## src/rtl/ddw_pkg.sv

```systemverilog
// ----------------------------------------------------------------------------
// ddw_pkg
// Shared types and constants of the decimal digit display writer.
// ----------------------------------------------------------------------------
`default_nettype none

package ddw_pkg;

   // Action codes on the request word.
   localparam logic [1:0] ACTION_FULL  = 2'd0;
   localparam logic [1:0] ACTION_UPPER = 2'd1;
   localparam logic [1:0] ACTION_LOWER = 2'd2;

   // Digits in each display area.
   localparam logic [3:0] FULL_DIGITS = 4'd8;
   localparam logic [3:0] HALF_DIGITS = 4'd4;

   // Weight of the top digit of each area.
   localparam logic [23:0] FULL_WEIGHT = 24'd10000000;
   localparam logic [23:0] HALF_WEIGHT = 24'd1000;

   // Reciprocals for the top quotient: q = (value * RECIP) >> SHIFT, exact
   // for every 32-bit value.
   localparam logic [31:0] FULL_RECIP = 32'd3602879702;
   localparam logic [31:0] HALF_RECIP = 32'd274877907;
   localparam int          FULL_SHIFT = 55;
   localparam int          HALF_SHIFT = 38;

   typedef enum logic [1:0] {
      AREA_FULL,
      AREA_UPPER,
      AREA_LOWER
   } area_type;

   // One classified word passed from the front to the digit unit.
   typedef struct packed {
      logic [3:0]  top;    // top digit, quotient modulo 16
      logic [23:0] rest;   // remainder below the top weight
      area_type    area;
      logic [3:0]  count;  // clamped to the area width, never zero
   } cmd_type;

   typedef enum logic {
      BACK_IDLE,
      BACK_RUN
   } back_state_type;

   // Power of ten for a digit exponent of zero to six.
   function automatic logic [23:0] pow10(input logic [2:0] e);
      logic [23:0] p;
      case (e)
         3'd0: p = 24'd1;
         3'd1: p = 24'd10;
         3'd2: p = 24'd100;
         3'd3: p = 24'd1000;
         3'd4: p = 24'd10000;
         3'd5: p = 24'd100000;
         3'd6: p = 24'd1000000;
         default: p = 24'd1;
      endcase
      return p;
   endfunction

endpackage

`default_nettype wire

```

## src/rtl/ddw_front.sv

```systemverilog
// ----------------------------------------------------------------------------
// ddw_front
// Accepts request words, drops those that write nothing, and splits off the
// top digit of the area in a two-stage multiply pipeline.
// ----------------------------------------------------------------------------
`default_nettype none

module ddw_front
   import ddw_pkg::*;
(
   input  wire logic        clock,
   input  wire logic        reset,
   input  wire logic        req_push,
   output logic             req_full,
   input  wire logic [31:0] req_value,
   input  wire logic [3:0]  req_digit_count,
   input  wire logic [1:0]  req_action,
   output logic             cmd_push,
   output cmd_type          cmd_data,
   input  wire logic        cmd_full
);

   logic        s1_valid_ff, s1_valid_in;
   logic [31:0] s1_value_ff;
   logic [3:0]  s1_count_ff;
   area_type    s1_area_ff;
   logic [63:0] s1_prod_ff;

   logic        s2_valid_ff, s2_valid_in;
   logic [31:0] s2_value_ff;
   logic [3:0]  s2_count_ff;
   area_type    s2_area_ff;
   logic [3:0]  s2_top_ff;
   logic [31:0] s2_qw_ff;

   logic        accept, useful;
   logic        s1_free, s2_free;
   area_type    area_in;
   logic [3:0]  width_in, count_in;
   logic [31:0] recip_in;
   logic [22:0] quot;
   logic [23:0] weight;
   logic [46:0] qw_full;
   logic [31:0] rest_wide;

   // Classification of the incoming word.
   always_comb begin
      useful   = 1'b1;
      area_in  = AREA_FULL;
      width_in = FULL_DIGITS;
      recip_in = FULL_RECIP;
      case (req_action)
         ACTION_FULL: begin
            area_in  = AREA_FULL;
            width_in = FULL_DIGITS;
            recip_in = FULL_RECIP;
         end
         ACTION_UPPER: begin
            area_in  = AREA_UPPER;
            width_in = HALF_DIGITS;
            recip_in = HALF_RECIP;
         end
         ACTION_LOWER: begin
            area_in  = AREA_LOWER;
            width_in = HALF_DIGITS;
            recip_in = HALF_RECIP;
         end
         default: begin
            useful = 1'b0;
         end
      endcase
      count_in = (req_digit_count > width_in) ? width_in : req_digit_count;
      if (count_in == 4'd0) begin
         useful = 1'b0;
      end
   end

   assign s2_free  = !s2_valid_ff || !cmd_full;
   assign s1_free  = !s1_valid_ff || s2_free;
   assign req_full = !s1_free;
   assign accept   = req_push && s1_free;

   assign s1_valid_in = s1_free ? (accept && useful) : s1_valid_ff;
   assign s2_valid_in = s2_free ? s1_valid_ff : s2_valid_ff;

   // Top quotient from the registered reciprocal product.
   always_comb begin
      case (s1_area_ff)
         AREA_FULL: begin
            quot   = {14'd0, s1_prod_ff[63:FULL_SHIFT]};
            weight = FULL_WEIGHT;
         end
         AREA_UPPER, AREA_LOWER: begin
            quot   = s1_prod_ff[HALF_SHIFT+22:HALF_SHIFT];
            weight = HALF_WEIGHT;
         end
         default: begin
            quot   = 23'd0;
            weight = FULL_WEIGHT;
         end
      endcase
      qw_full = quot * weight;
   end

   always_ff @(posedge clock) begin
      if (reset) begin
         s1_valid_ff <= 1'b0;
         s2_valid_ff <= 1'b0;
      end else begin
         s1_valid_ff <= s1_valid_in;
         s2_valid_ff <= s2_valid_in;
      end
   end

   always_ff @(posedge clock) begin
      if (s1_free) begin
         s1_value_ff <= req_value;
         s1_count_ff <= count_in;
         s1_area_ff  <= area_in;
         s1_prod_ff  <= req_value * recip_in;
      end
      if (s2_free) begin
         s2_value_ff <= s1_value_ff;
         s2_count_ff <= s1_count_ff;
         s2_area_ff  <= s1_area_ff;
         s2_top_ff   <= quot[3:0];
         s2_qw_ff    <= qw_full[31:0];
      end
   end

   // The remainder is below the top weight, so it fits in 24 bits.
   assign rest_wide      = s2_value_ff - s2_qw_ff;
   assign cmd_push       = s2_valid_ff && !cmd_full;
   assign cmd_data.top   = s2_top_ff;
   assign cmd_data.rest  = rest_wide[23:0];
   assign cmd_data.area  = s2_area_ff;
   assign cmd_data.count = s2_count_ff;

endmodule

`default_nettype wire

```

## src/rtl/ddw_queue.sv

```systemverilog
// ----------------------------------------------------------------------------
// ddw_queue
// Small first-in first-out queue of classified words between the front and
// the digit unit.
// ----------------------------------------------------------------------------
`default_nettype none

module ddw_queue
   import ddw_pkg::*;
#(
   parameter int DEPTH = 2
)
(
   input  wire logic    clock,
   input  wire logic    reset,
   input  wire logic    push,
   input  wire cmd_type push_data,
   output logic         full,
   input  wire logic    pop,
   output cmd_type      pop_data,
   output logic         not_empty
);

   localparam int PTR_W = (DEPTH > 1) ? $clog2(DEPTH) : 1;
   localparam int CNT_W = $clog2(DEPTH + 1);
   localparam logic [PTR_W-1:0] LAST_PTR = PTR_W'(DEPTH - 1);
   localparam logic [CNT_W-1:0] DEPTH_CNT = CNT_W'(DEPTH);

   cmd_type          store_ff [DEPTH];
   logic [PTR_W-1:0] wr_ptr_ff, wr_ptr_in;
   logic [PTR_W-1:0] rd_ptr_ff, rd_ptr_in;
   logic [CNT_W-1:0] fill_ff, fill_in;
   logic             do_push, do_pop;

   assign full      = (fill_ff == DEPTH_CNT);
   assign not_empty = (fill_ff != '0);
   assign do_push   = push && !full;
   assign do_pop    = pop && not_empty;
   assign pop_data  = store_ff[rd_ptr_ff];

   always_comb begin
      wr_ptr_in = wr_ptr_ff;
      rd_ptr_in = rd_ptr_ff;
      fill_in   = fill_ff;
      if (do_push) begin
         wr_ptr_in = (wr_ptr_ff == LAST_PTR) ? '0 : wr_ptr_ff + 1'b1;
      end
      if (do_pop) begin
         rd_ptr_in = (rd_ptr_ff == LAST_PTR) ? '0 : rd_ptr_ff + 1'b1;
      end
      if (do_push && !do_pop) begin
         fill_in = fill_ff + 1'b1;
      end else if (do_pop && !do_push) begin
         fill_in = fill_ff - 1'b1;
      end
   end

   always_ff @(posedge clock) begin
      if (reset) begin
         wr_ptr_ff <= '0;
         rd_ptr_ff <= '0;
         fill_ff   <= '0;
      end else begin
         wr_ptr_ff <= wr_ptr_in;
         rd_ptr_ff <= rd_ptr_in;
         fill_ff   <= fill_in;
      end
   end

   always_ff @(posedge clock) begin
      if (do_push) begin
         store_ff[wr_ptr_ff] <= push_data;
      end
   end

endmodule

`default_nettype wire

```

## src/rtl/ddw_back.sv

```systemverilog
// ----------------------------------------------------------------------------
// ddw_back
// Digit unit: walks the area's digits from the top, one a cycle unless a
// result waits; the requested low-order digits go to the result register.
// ----------------------------------------------------------------------------
`default_nettype none

module ddw_back
   import ddw_pkg::*;
(
   input  wire logic       clock,
   input  wire logic       reset,
   input  wire cmd_type    cmd_data,
   input  wire logic       cmd_ready,
   output logic            cmd_pop,
   output logic            rsp_empty,
   input  wire logic       rsp_pop,
   output logic [2:0]      rsp_position,
   output logic [3:0]      rsp_digit,
   output logic            rsp_last
);

   back_state_type state_ff, state_in;
   cmd_type        cmd_ff;
   logic [2:0]     step_ff, step_in;
   logic [23:0]    rest_ff, rest_in;
   logic           out_valid_ff, out_valid_in;
   logic [2:0]     out_position_ff;
   logic [3:0]     out_digit_ff;
   logic           out_last_ff;

   logic           adv, step, load, at_last, emit;
   logic [2:0]     last_step, first_step, base, expo;
   logic [3:0]     width;
   logic [23:0]    pow;
   logic [23:0]    cand [10];
   logic [3:0]     dsel;
   logic [3:0]     digit_now;
   logic [23:0]    rest_next;

   assign adv = !out_valid_ff || rsp_pop;

   always_comb begin
      width     = (cmd_ff.area == AREA_FULL) ? FULL_DIGITS : HALF_DIGITS;
      last_step = 3'(width - 4'd1);
      first_step = 3'(width - cmd_ff.count);
      base      = (cmd_ff.area == AREA_UPPER) ? 3'd4 : 3'd0;
      at_last   = (step_ff == last_step);
      emit      = (step_ff >= first_step);
      expo      = last_step - step_ff;
      pow       = pow10(expo);
   end

   // Below the top digit every digit is under ten: pick the largest
   // multiple of the current weight that fits in the remainder.
   always_comb begin
      cand[0] = 24'd0;
      for (int i = 1; i < 10; i++) begin
         cand[i] = 24'(pow * 24'(i));
      end
      dsel = 4'd0;
      for (int i = 1; i < 10; i++) begin
         if (rest_ff >= cand[i]) begin
            dsel = 4'(i);
         end
      end
      if (step_ff == 3'd0) begin
         digit_now = cmd_ff.top;
         rest_next = rest_ff;
      end else begin
         digit_now = dsel;
         rest_next = rest_ff - cand[dsel];
      end
   end

   always_comb begin
      state_in = state_ff;
      case (state_ff)
         BACK_IDLE: begin
            if (cmd_ready) begin
               state_in = BACK_RUN;
            end
         end
         BACK_RUN: begin
            if (adv && at_last && !cmd_ready) begin
               state_in = BACK_IDLE;
            end
         end
         default: begin
            state_in = BACK_IDLE;
         end
      endcase
   end

   always_comb begin
      step    = 1'b0;
      load    = 1'b0;
      case (state_ff)
         BACK_IDLE: begin
            load = cmd_ready;
         end
         BACK_RUN: begin
            step = adv;
            load = adv && at_last && cmd_ready;
         end
         default: begin
            step = 1'b0;
            load = 1'b0;
         end
      endcase
      cmd_pop = load;
   end

   always_comb begin
      step_in      = step_ff;
      rest_in      = rest_ff;
      out_valid_in = out_valid_ff;
      if (step) begin
         step_in = step_ff + 3'd1;
         rest_in = rest_next;
      end
      if (load) begin
         step_in = 3'd0;
         rest_in = cmd_data.rest;
      end
      if (adv) begin
         out_valid_in = step && emit;
      end
   end

   always_ff @(posedge clock) begin
      if (reset) begin
         state_ff     <= BACK_IDLE;
         out_valid_ff <= 1'b0;
         step_ff      <= 3'd0;
      end else begin
         state_ff     <= state_in;
         out_valid_ff <= out_valid_in;
         step_ff      <= step_in;
      end
   end

   always_ff @(posedge clock) begin
      rest_ff <= rest_in;
      if (load) begin
         cmd_ff <= cmd_data;
      end
      if (adv) begin
         out_position_ff <= base + step_ff;
         out_digit_ff    <= digit_now;
         out_last_ff     <= at_last;
      end
   end

   assign rsp_empty    = !out_valid_ff;
   assign rsp_position = out_position_ff;
   assign rsp_digit    = out_digit_ff;
   assign rsp_last     = out_last_ff;

endmodule

`default_nettype wire

```

## src/rtl/decimal_digit_display_writer.sv

```systemverilog
// ----------------------------------------------------------------------------
// decimal_digit_display_writer
// Turns a 32-bit binary value into decimal digit writes for an eight-digit
// display, for the whole display or for either half of it.
// ----------------------------------------------------------------------------
//
//   Channel   Direction  Handshake        Word
//   req_      in         push / full      value, digit_count, action
//   rsp_      out        pop / empty      position, digit, last
//
// A word with action 0 covers display positions 0 to 7, action 1 positions
// 4 to 7 and action 2 positions 0 to 3. Each accepted word gives one result
// per written position, in ascending position order, with last set on the
// final one. Words with a digit count of zero or an unused action give none.
//
// The front accepts one word a cycle while req_full is low. The digit unit
// steps through every digit of the area, one a cycle unless a result waits
// unpopped, eight for the full display and four for a half, also through
// digits that are not written. A word passes the two front stages, the
// queue and the digit unit's command register before its first result
// reaches the result register. Reset clears the pipeline valid bits, the
// queue and the result register; no clearing pass is needed. Pop held low
// while a result waits stalls the digit unit, and the front keeps taking
// words until the queue and both front stages are full.
// ----------------------------------------------------------------------------
`default_nettype none

module decimal_digit_display_writer
   import ddw_pkg::*;
#(
   parameter int QUEUE_DEPTH = 2
)
(
   input  wire logic        clock,
   input  wire logic        reset,
   input  wire logic        req_push,
   output logic             req_full,
   input  wire logic [31:0] req_value,
   input  wire logic [3:0]  req_digit_count,
   input  wire logic [1:0]  req_action,
   output logic             rsp_empty,
   input  wire logic        rsp_pop,
   output logic [2:0]       rsp_position,
   output logic [3:0]       rsp_digit,
   output logic             rsp_last
);

   // Classified words travel from the front to the digit unit through the
   // queue, so a stalled result side does not stop the front at once.
   logic    front_push;
   cmd_type front_data;
   logic    queue_full;
   logic    queue_ready;
   logic    back_pop;
   cmd_type queue_data;

   // The front works out the top digit and the remainder beneath it.
   ddw_front u_front (
      .clock           (clock),
      .reset           (reset),
      .req_push        (req_push),
      .req_full        (req_full),
      .req_value       (req_value),
      .req_digit_count (req_digit_count),
      .req_action      (req_action),
      .cmd_push        (front_push),
      .cmd_data        (front_data),
      .cmd_full        (queue_full)
   );

   ddw_queue #(
      .DEPTH (QUEUE_DEPTH)
   ) u_queue (
      .clock     (clock),
      .reset     (reset),
      .push      (front_push),
      .push_data (front_data),
      .full      (queue_full),
      .pop       (back_pop),
      .pop_data  (queue_data),
      .not_empty (queue_ready)
   );

   // The digit unit takes the next word on the same edge as it finishes
   // the current one, so back-to-back words leave the digit unit no idle step.
   ddw_back u_back (
      .clock        (clock),
      .reset        (reset),
      .cmd_data     (queue_data),
      .cmd_ready    (queue_ready),
      .cmd_pop      (back_pop),
      .rsp_empty    (rsp_empty),
      .rsp_pop      (rsp_pop),
      .rsp_position (rsp_position),
      .rsp_digit    (rsp_digit),
      .rsp_last     (rsp_last)
   );

endmodule

`default_nettype wire
```

## config.mk

```make
export PLATFORM = sky130hd
export DESIGN_NAME = decimal_digit_display_writer
export DESIGN_NICKNAME = d
export VERILOG_FILES = /design/src/rtl/ddw_pkg.sv /design/src/rtl/ddw_front.sv /design/src/rtl/ddw_queue.sv /design/src/rtl/ddw_back.sv /design/src/rtl/decimal_digit_display_writer.sv
export SDC_FILE = /design/constraint.sdc
export NUM_CORES = 2
export LEC_CHECK = 0
export CORE_MARGIN = 3
export CORE_UTILIZATION = 35
export CTS_BUF_LIST = sky130_fd_sc_hd__clkbuf_16
export DETAILED_ROUTE_END_ITERATION = 10
export DONT_BUFFER_PORTS = 1
export SYNTH_ARGS = -nofsm -noshare
export SYNTH_HDL_FRONTEND = slang
export SYNTH_SLANG_ARGS = --single-unit
```

## constraint.sdc

```tcl
create_clock -name clock -period 9.8 [get_ports clock]
set_clock_uncertainty 0.05 [all_clocks]
set_input_delay 0.98 -clock clock [delete_from_list [all_inputs] [get_ports clock]]
set_output_delay 0.98 -clock clock [all_outputs]
set_load 0.1 [all_outputs]
```

==> flow_metrics.tcl <==
set metrics [dict create \
    outcome "complete, no violations" \
    worst_pin_slew_ns 0.976 \
    hold_violations 0 \
    grt_first_pass_wirelength_um 195000 \
    clk_root_buffer_cell "clkbuf_16" \
    critical_path.slowest_cell "edfxtp_1" \
    ios 52 \
    synth_ff_type "edfxtp_1" \
    synth_top_area_share_pct 33.8 \
    num_rows 131 \
    layout-drive-gt1-share_pct 8.97 \
    initialDrtViolationCount 1812 \
    grt_overflow 0 \
    hp-start "u_front.s1_count_ff[1]" \
    globalplace.congestion 0.961 \
    cp_max_fo 7 \
    drc_errors 0 \
    finalSetupTns_ns 0 \
    synthArstFlopShare_pct 0 \
    cts_max_level 1 \
    path_class "flip-flop to flip-flop" \
    dpl.hpwl_um 108000 \
    area_delta_synth_final_pct 11.8 \
    timing.fmax_ghz 0.104 \
    cts-hold-fix-buffers 0 \
    rr_worst_depth 49 \
    insertion_delay_ns 0.57 \
    yosys-top-cells-area "fa_1, ha_1, edfxtp_1" \
    synth_area_um2 45600 \
    yosys.area.top_type "fa_1" \
    rsz0062_at_grt "true" \
    netlist_instances 4460 \
    port_buffers 0 \
    slew_viol_final 0 \
    initial_utilization_pct 35.5 \
    first_pass_iters 6 \
    period_share_pct 98.1 \
    cp_slowest_stage_delay_ns 0.47 \
    fp.dieArea_um2 135000 \
    cts_buffers 28 \
    cts_num_sinks 228 \
    drv_cap 0 \
    nFillCells 12700 \
    grt_usage_pct 18.7 \
    r2r_end "u_back.rest_ff[23]" \
    r2r_slack_ns 0.19 \
    crit_path_end "u_back.rest_ff[23]" \
    cp.arrival_ns 9.86 \
    die_x_um 367 \
    grt_max_degree 58 \
    synth_common_cells "inv_1, ha_1, fa_1" \
    yosysSeqAreaShare_pct 14.7 \
    drt-total-wl_um 125000 \
    yosysUniqueCellTypes 92 \
    crit_path_start "u_back.cmd_ff[4]" \
    cp-start-kind "flip-flop" \
    drt-wirelength-per-cell_um 19.1 \
    ant_nets 0 \
    antenna_found_initial 5 \
    die_h_um 367 \
    end_kind "flip-flop" \
    ys_ff_latch 228 \
    hold_path_class "flip-flop to flip-flop" \
    period_minus_slack_ns 9.61 \
    core_um2 129000 \
    setup_viol 0 \
    yosysWarnings 0 \
    r2r_start "u_back.cmd_ff[4]" \
    cts_tree "yes" \
    via_per_inst 4.88 \
    synth-edff-count 216 \
    nNetsFinal 6348 \
    grt_pass1_vias 34400 \
    cts_buffer_depth 3 \
    vias 31700 \
    path_clk_slew_ns 0.06 \
    synth.avg_cell_area_um2 10.2 \
    max_slew_margin_pct 34.8 \
    required_ns 10.05 \
    yosysMostFrequentCell "inv_1" \
]
-- placed cells by master, fill, tap and decap left out, types with 88 or more instances in the layout --
| cell type | instances |
|---|---|
| buf_4 | 267 |
| nor2_1 | 175 |
| fa_1 | 771 |
| edfxtp_1 | 216 |
| o21ai_0 | 88 |
| xnor2_1 | 111 |
| nand2_1 | 188 |
| ha_1 | 780 |
| a21oi_1 | 156 |
| inv_1 | 1180 |
-- repair_timing --
| item | 4_1_cts | 5_1_grt |
|---|---|---|
| endpoints found under the setup margin | 7 | 11 |
| pin swaps | 0 | 35 |
| resized for setup | 11 | 59 |
| setup buffers | 0 | 10 |
| gates cloned | 0 | 0 |
-- routing by layer --
metal | GRT usage [%] | up-vias | part of all wire [%]
met2 | 32.0 | 786 | 48
met1 | 24.5 | 15900 | 43
met4 | 5.58 | 2 | 3.3
li1 | - | 14900 | -
met5 | 0 | - | 0.010
met3 | 2.63 | 180 | 5.5
-- worst min-delay path by stage --
stage,endpoint,depth (start not counted),slack (ns)
floorplan,u_front.s2_count_ff[0],0,0.35
global placement,u_front.s2_value_ff[22],0,0.35
detailed placement,u_front.s2_value_ff[10],0,0.35
CTS,u_front.s2_value_ff[10],0,0.37
global route,u_front.s2_count_ff[1],0,0.37
finish,u_front.s2_count_ff[1],0,0.37
-- state kept, by name (all words and copies together) (netlist names), 4 cells and up, named ones only --
| signal | cells |
|---|---|
| u_front.s1_value_ff | 24 |
| u_back.rsp_digit | 4 |
| u_queue.store_ff | 66 |
| u_front.s2_qw_ff | 21 |
| u_front.s2_value_ff | 24 |
| u_back.rest_ff | 24 |
| u_front.s2_top_ff | 4 |
| u_back.cmd_ff | 9 |
| u_front.s1_prod_ff | 26 |
-- cell families (layout without fill, tap and decap cells) --
logic type      after synthesis  count (layout)  synth area share (%)
compound gates              560             560                  8.09
mux                          69              69                  1.61
other cells                   2              44                0.0165
buf+inv                    1237            1510                  10.3
fa+ha+maj                  1553            1553                  55.3
simple gates                658             658                  6.96
flops                       228             228                  14.7
xor+xnor                    153             153                  2.97
-- critical path: cells and delay by family (launching register included) --
family                   cells  cell delay [ns]
adder cells (fa/ha/maj)      5             1.51
flip-flops                   1             0.47
XOR/XNOR                     3             0.57
AND/OR/NAND/NOR             10             1.72
buffers and inverters        5             0.69
AO/OA/AOI/OAI               26             4.30
-- per-stage QoR --
step                hold slack (ns)  util, %  worst slack (ns)  area (µm²)  cells
CTS                           0.369     39.5            0.0172       50700   6494
global route                  0.371     39.7            -0.277       51000   6503
global placement              0.354     38.7            -0.262       49800   6443
floorplan                     0.350        -            0.0503       45800   4501
finish                        0.367     39.7             0.189       51000   6504
detailed placement            0.355     38.7            -0.455       49800   6443
-- area by class of cell --
cell class / instances / area (µm²) / area share, %
Clock buffer: 28 / 701 / 1.37
Timing Repair Buffer: 279 / 2190 / 4.29
Multi-Input combinational cell: 3036 / 34600 / 67.8
Inverter: 1180 / 4430 / 8.70
Antenna cell: 1 / 2.50 / 0.00491
Clock inverter: 23 / 193 / 0.378
Tap cell: 1729 / 2160 / 4.24
Sequential cell: 228 / 6730 / 13.2
Power is not shown: default switching activity piles up to over one toggle a cycle in this logic, so the estimate is an artifact.
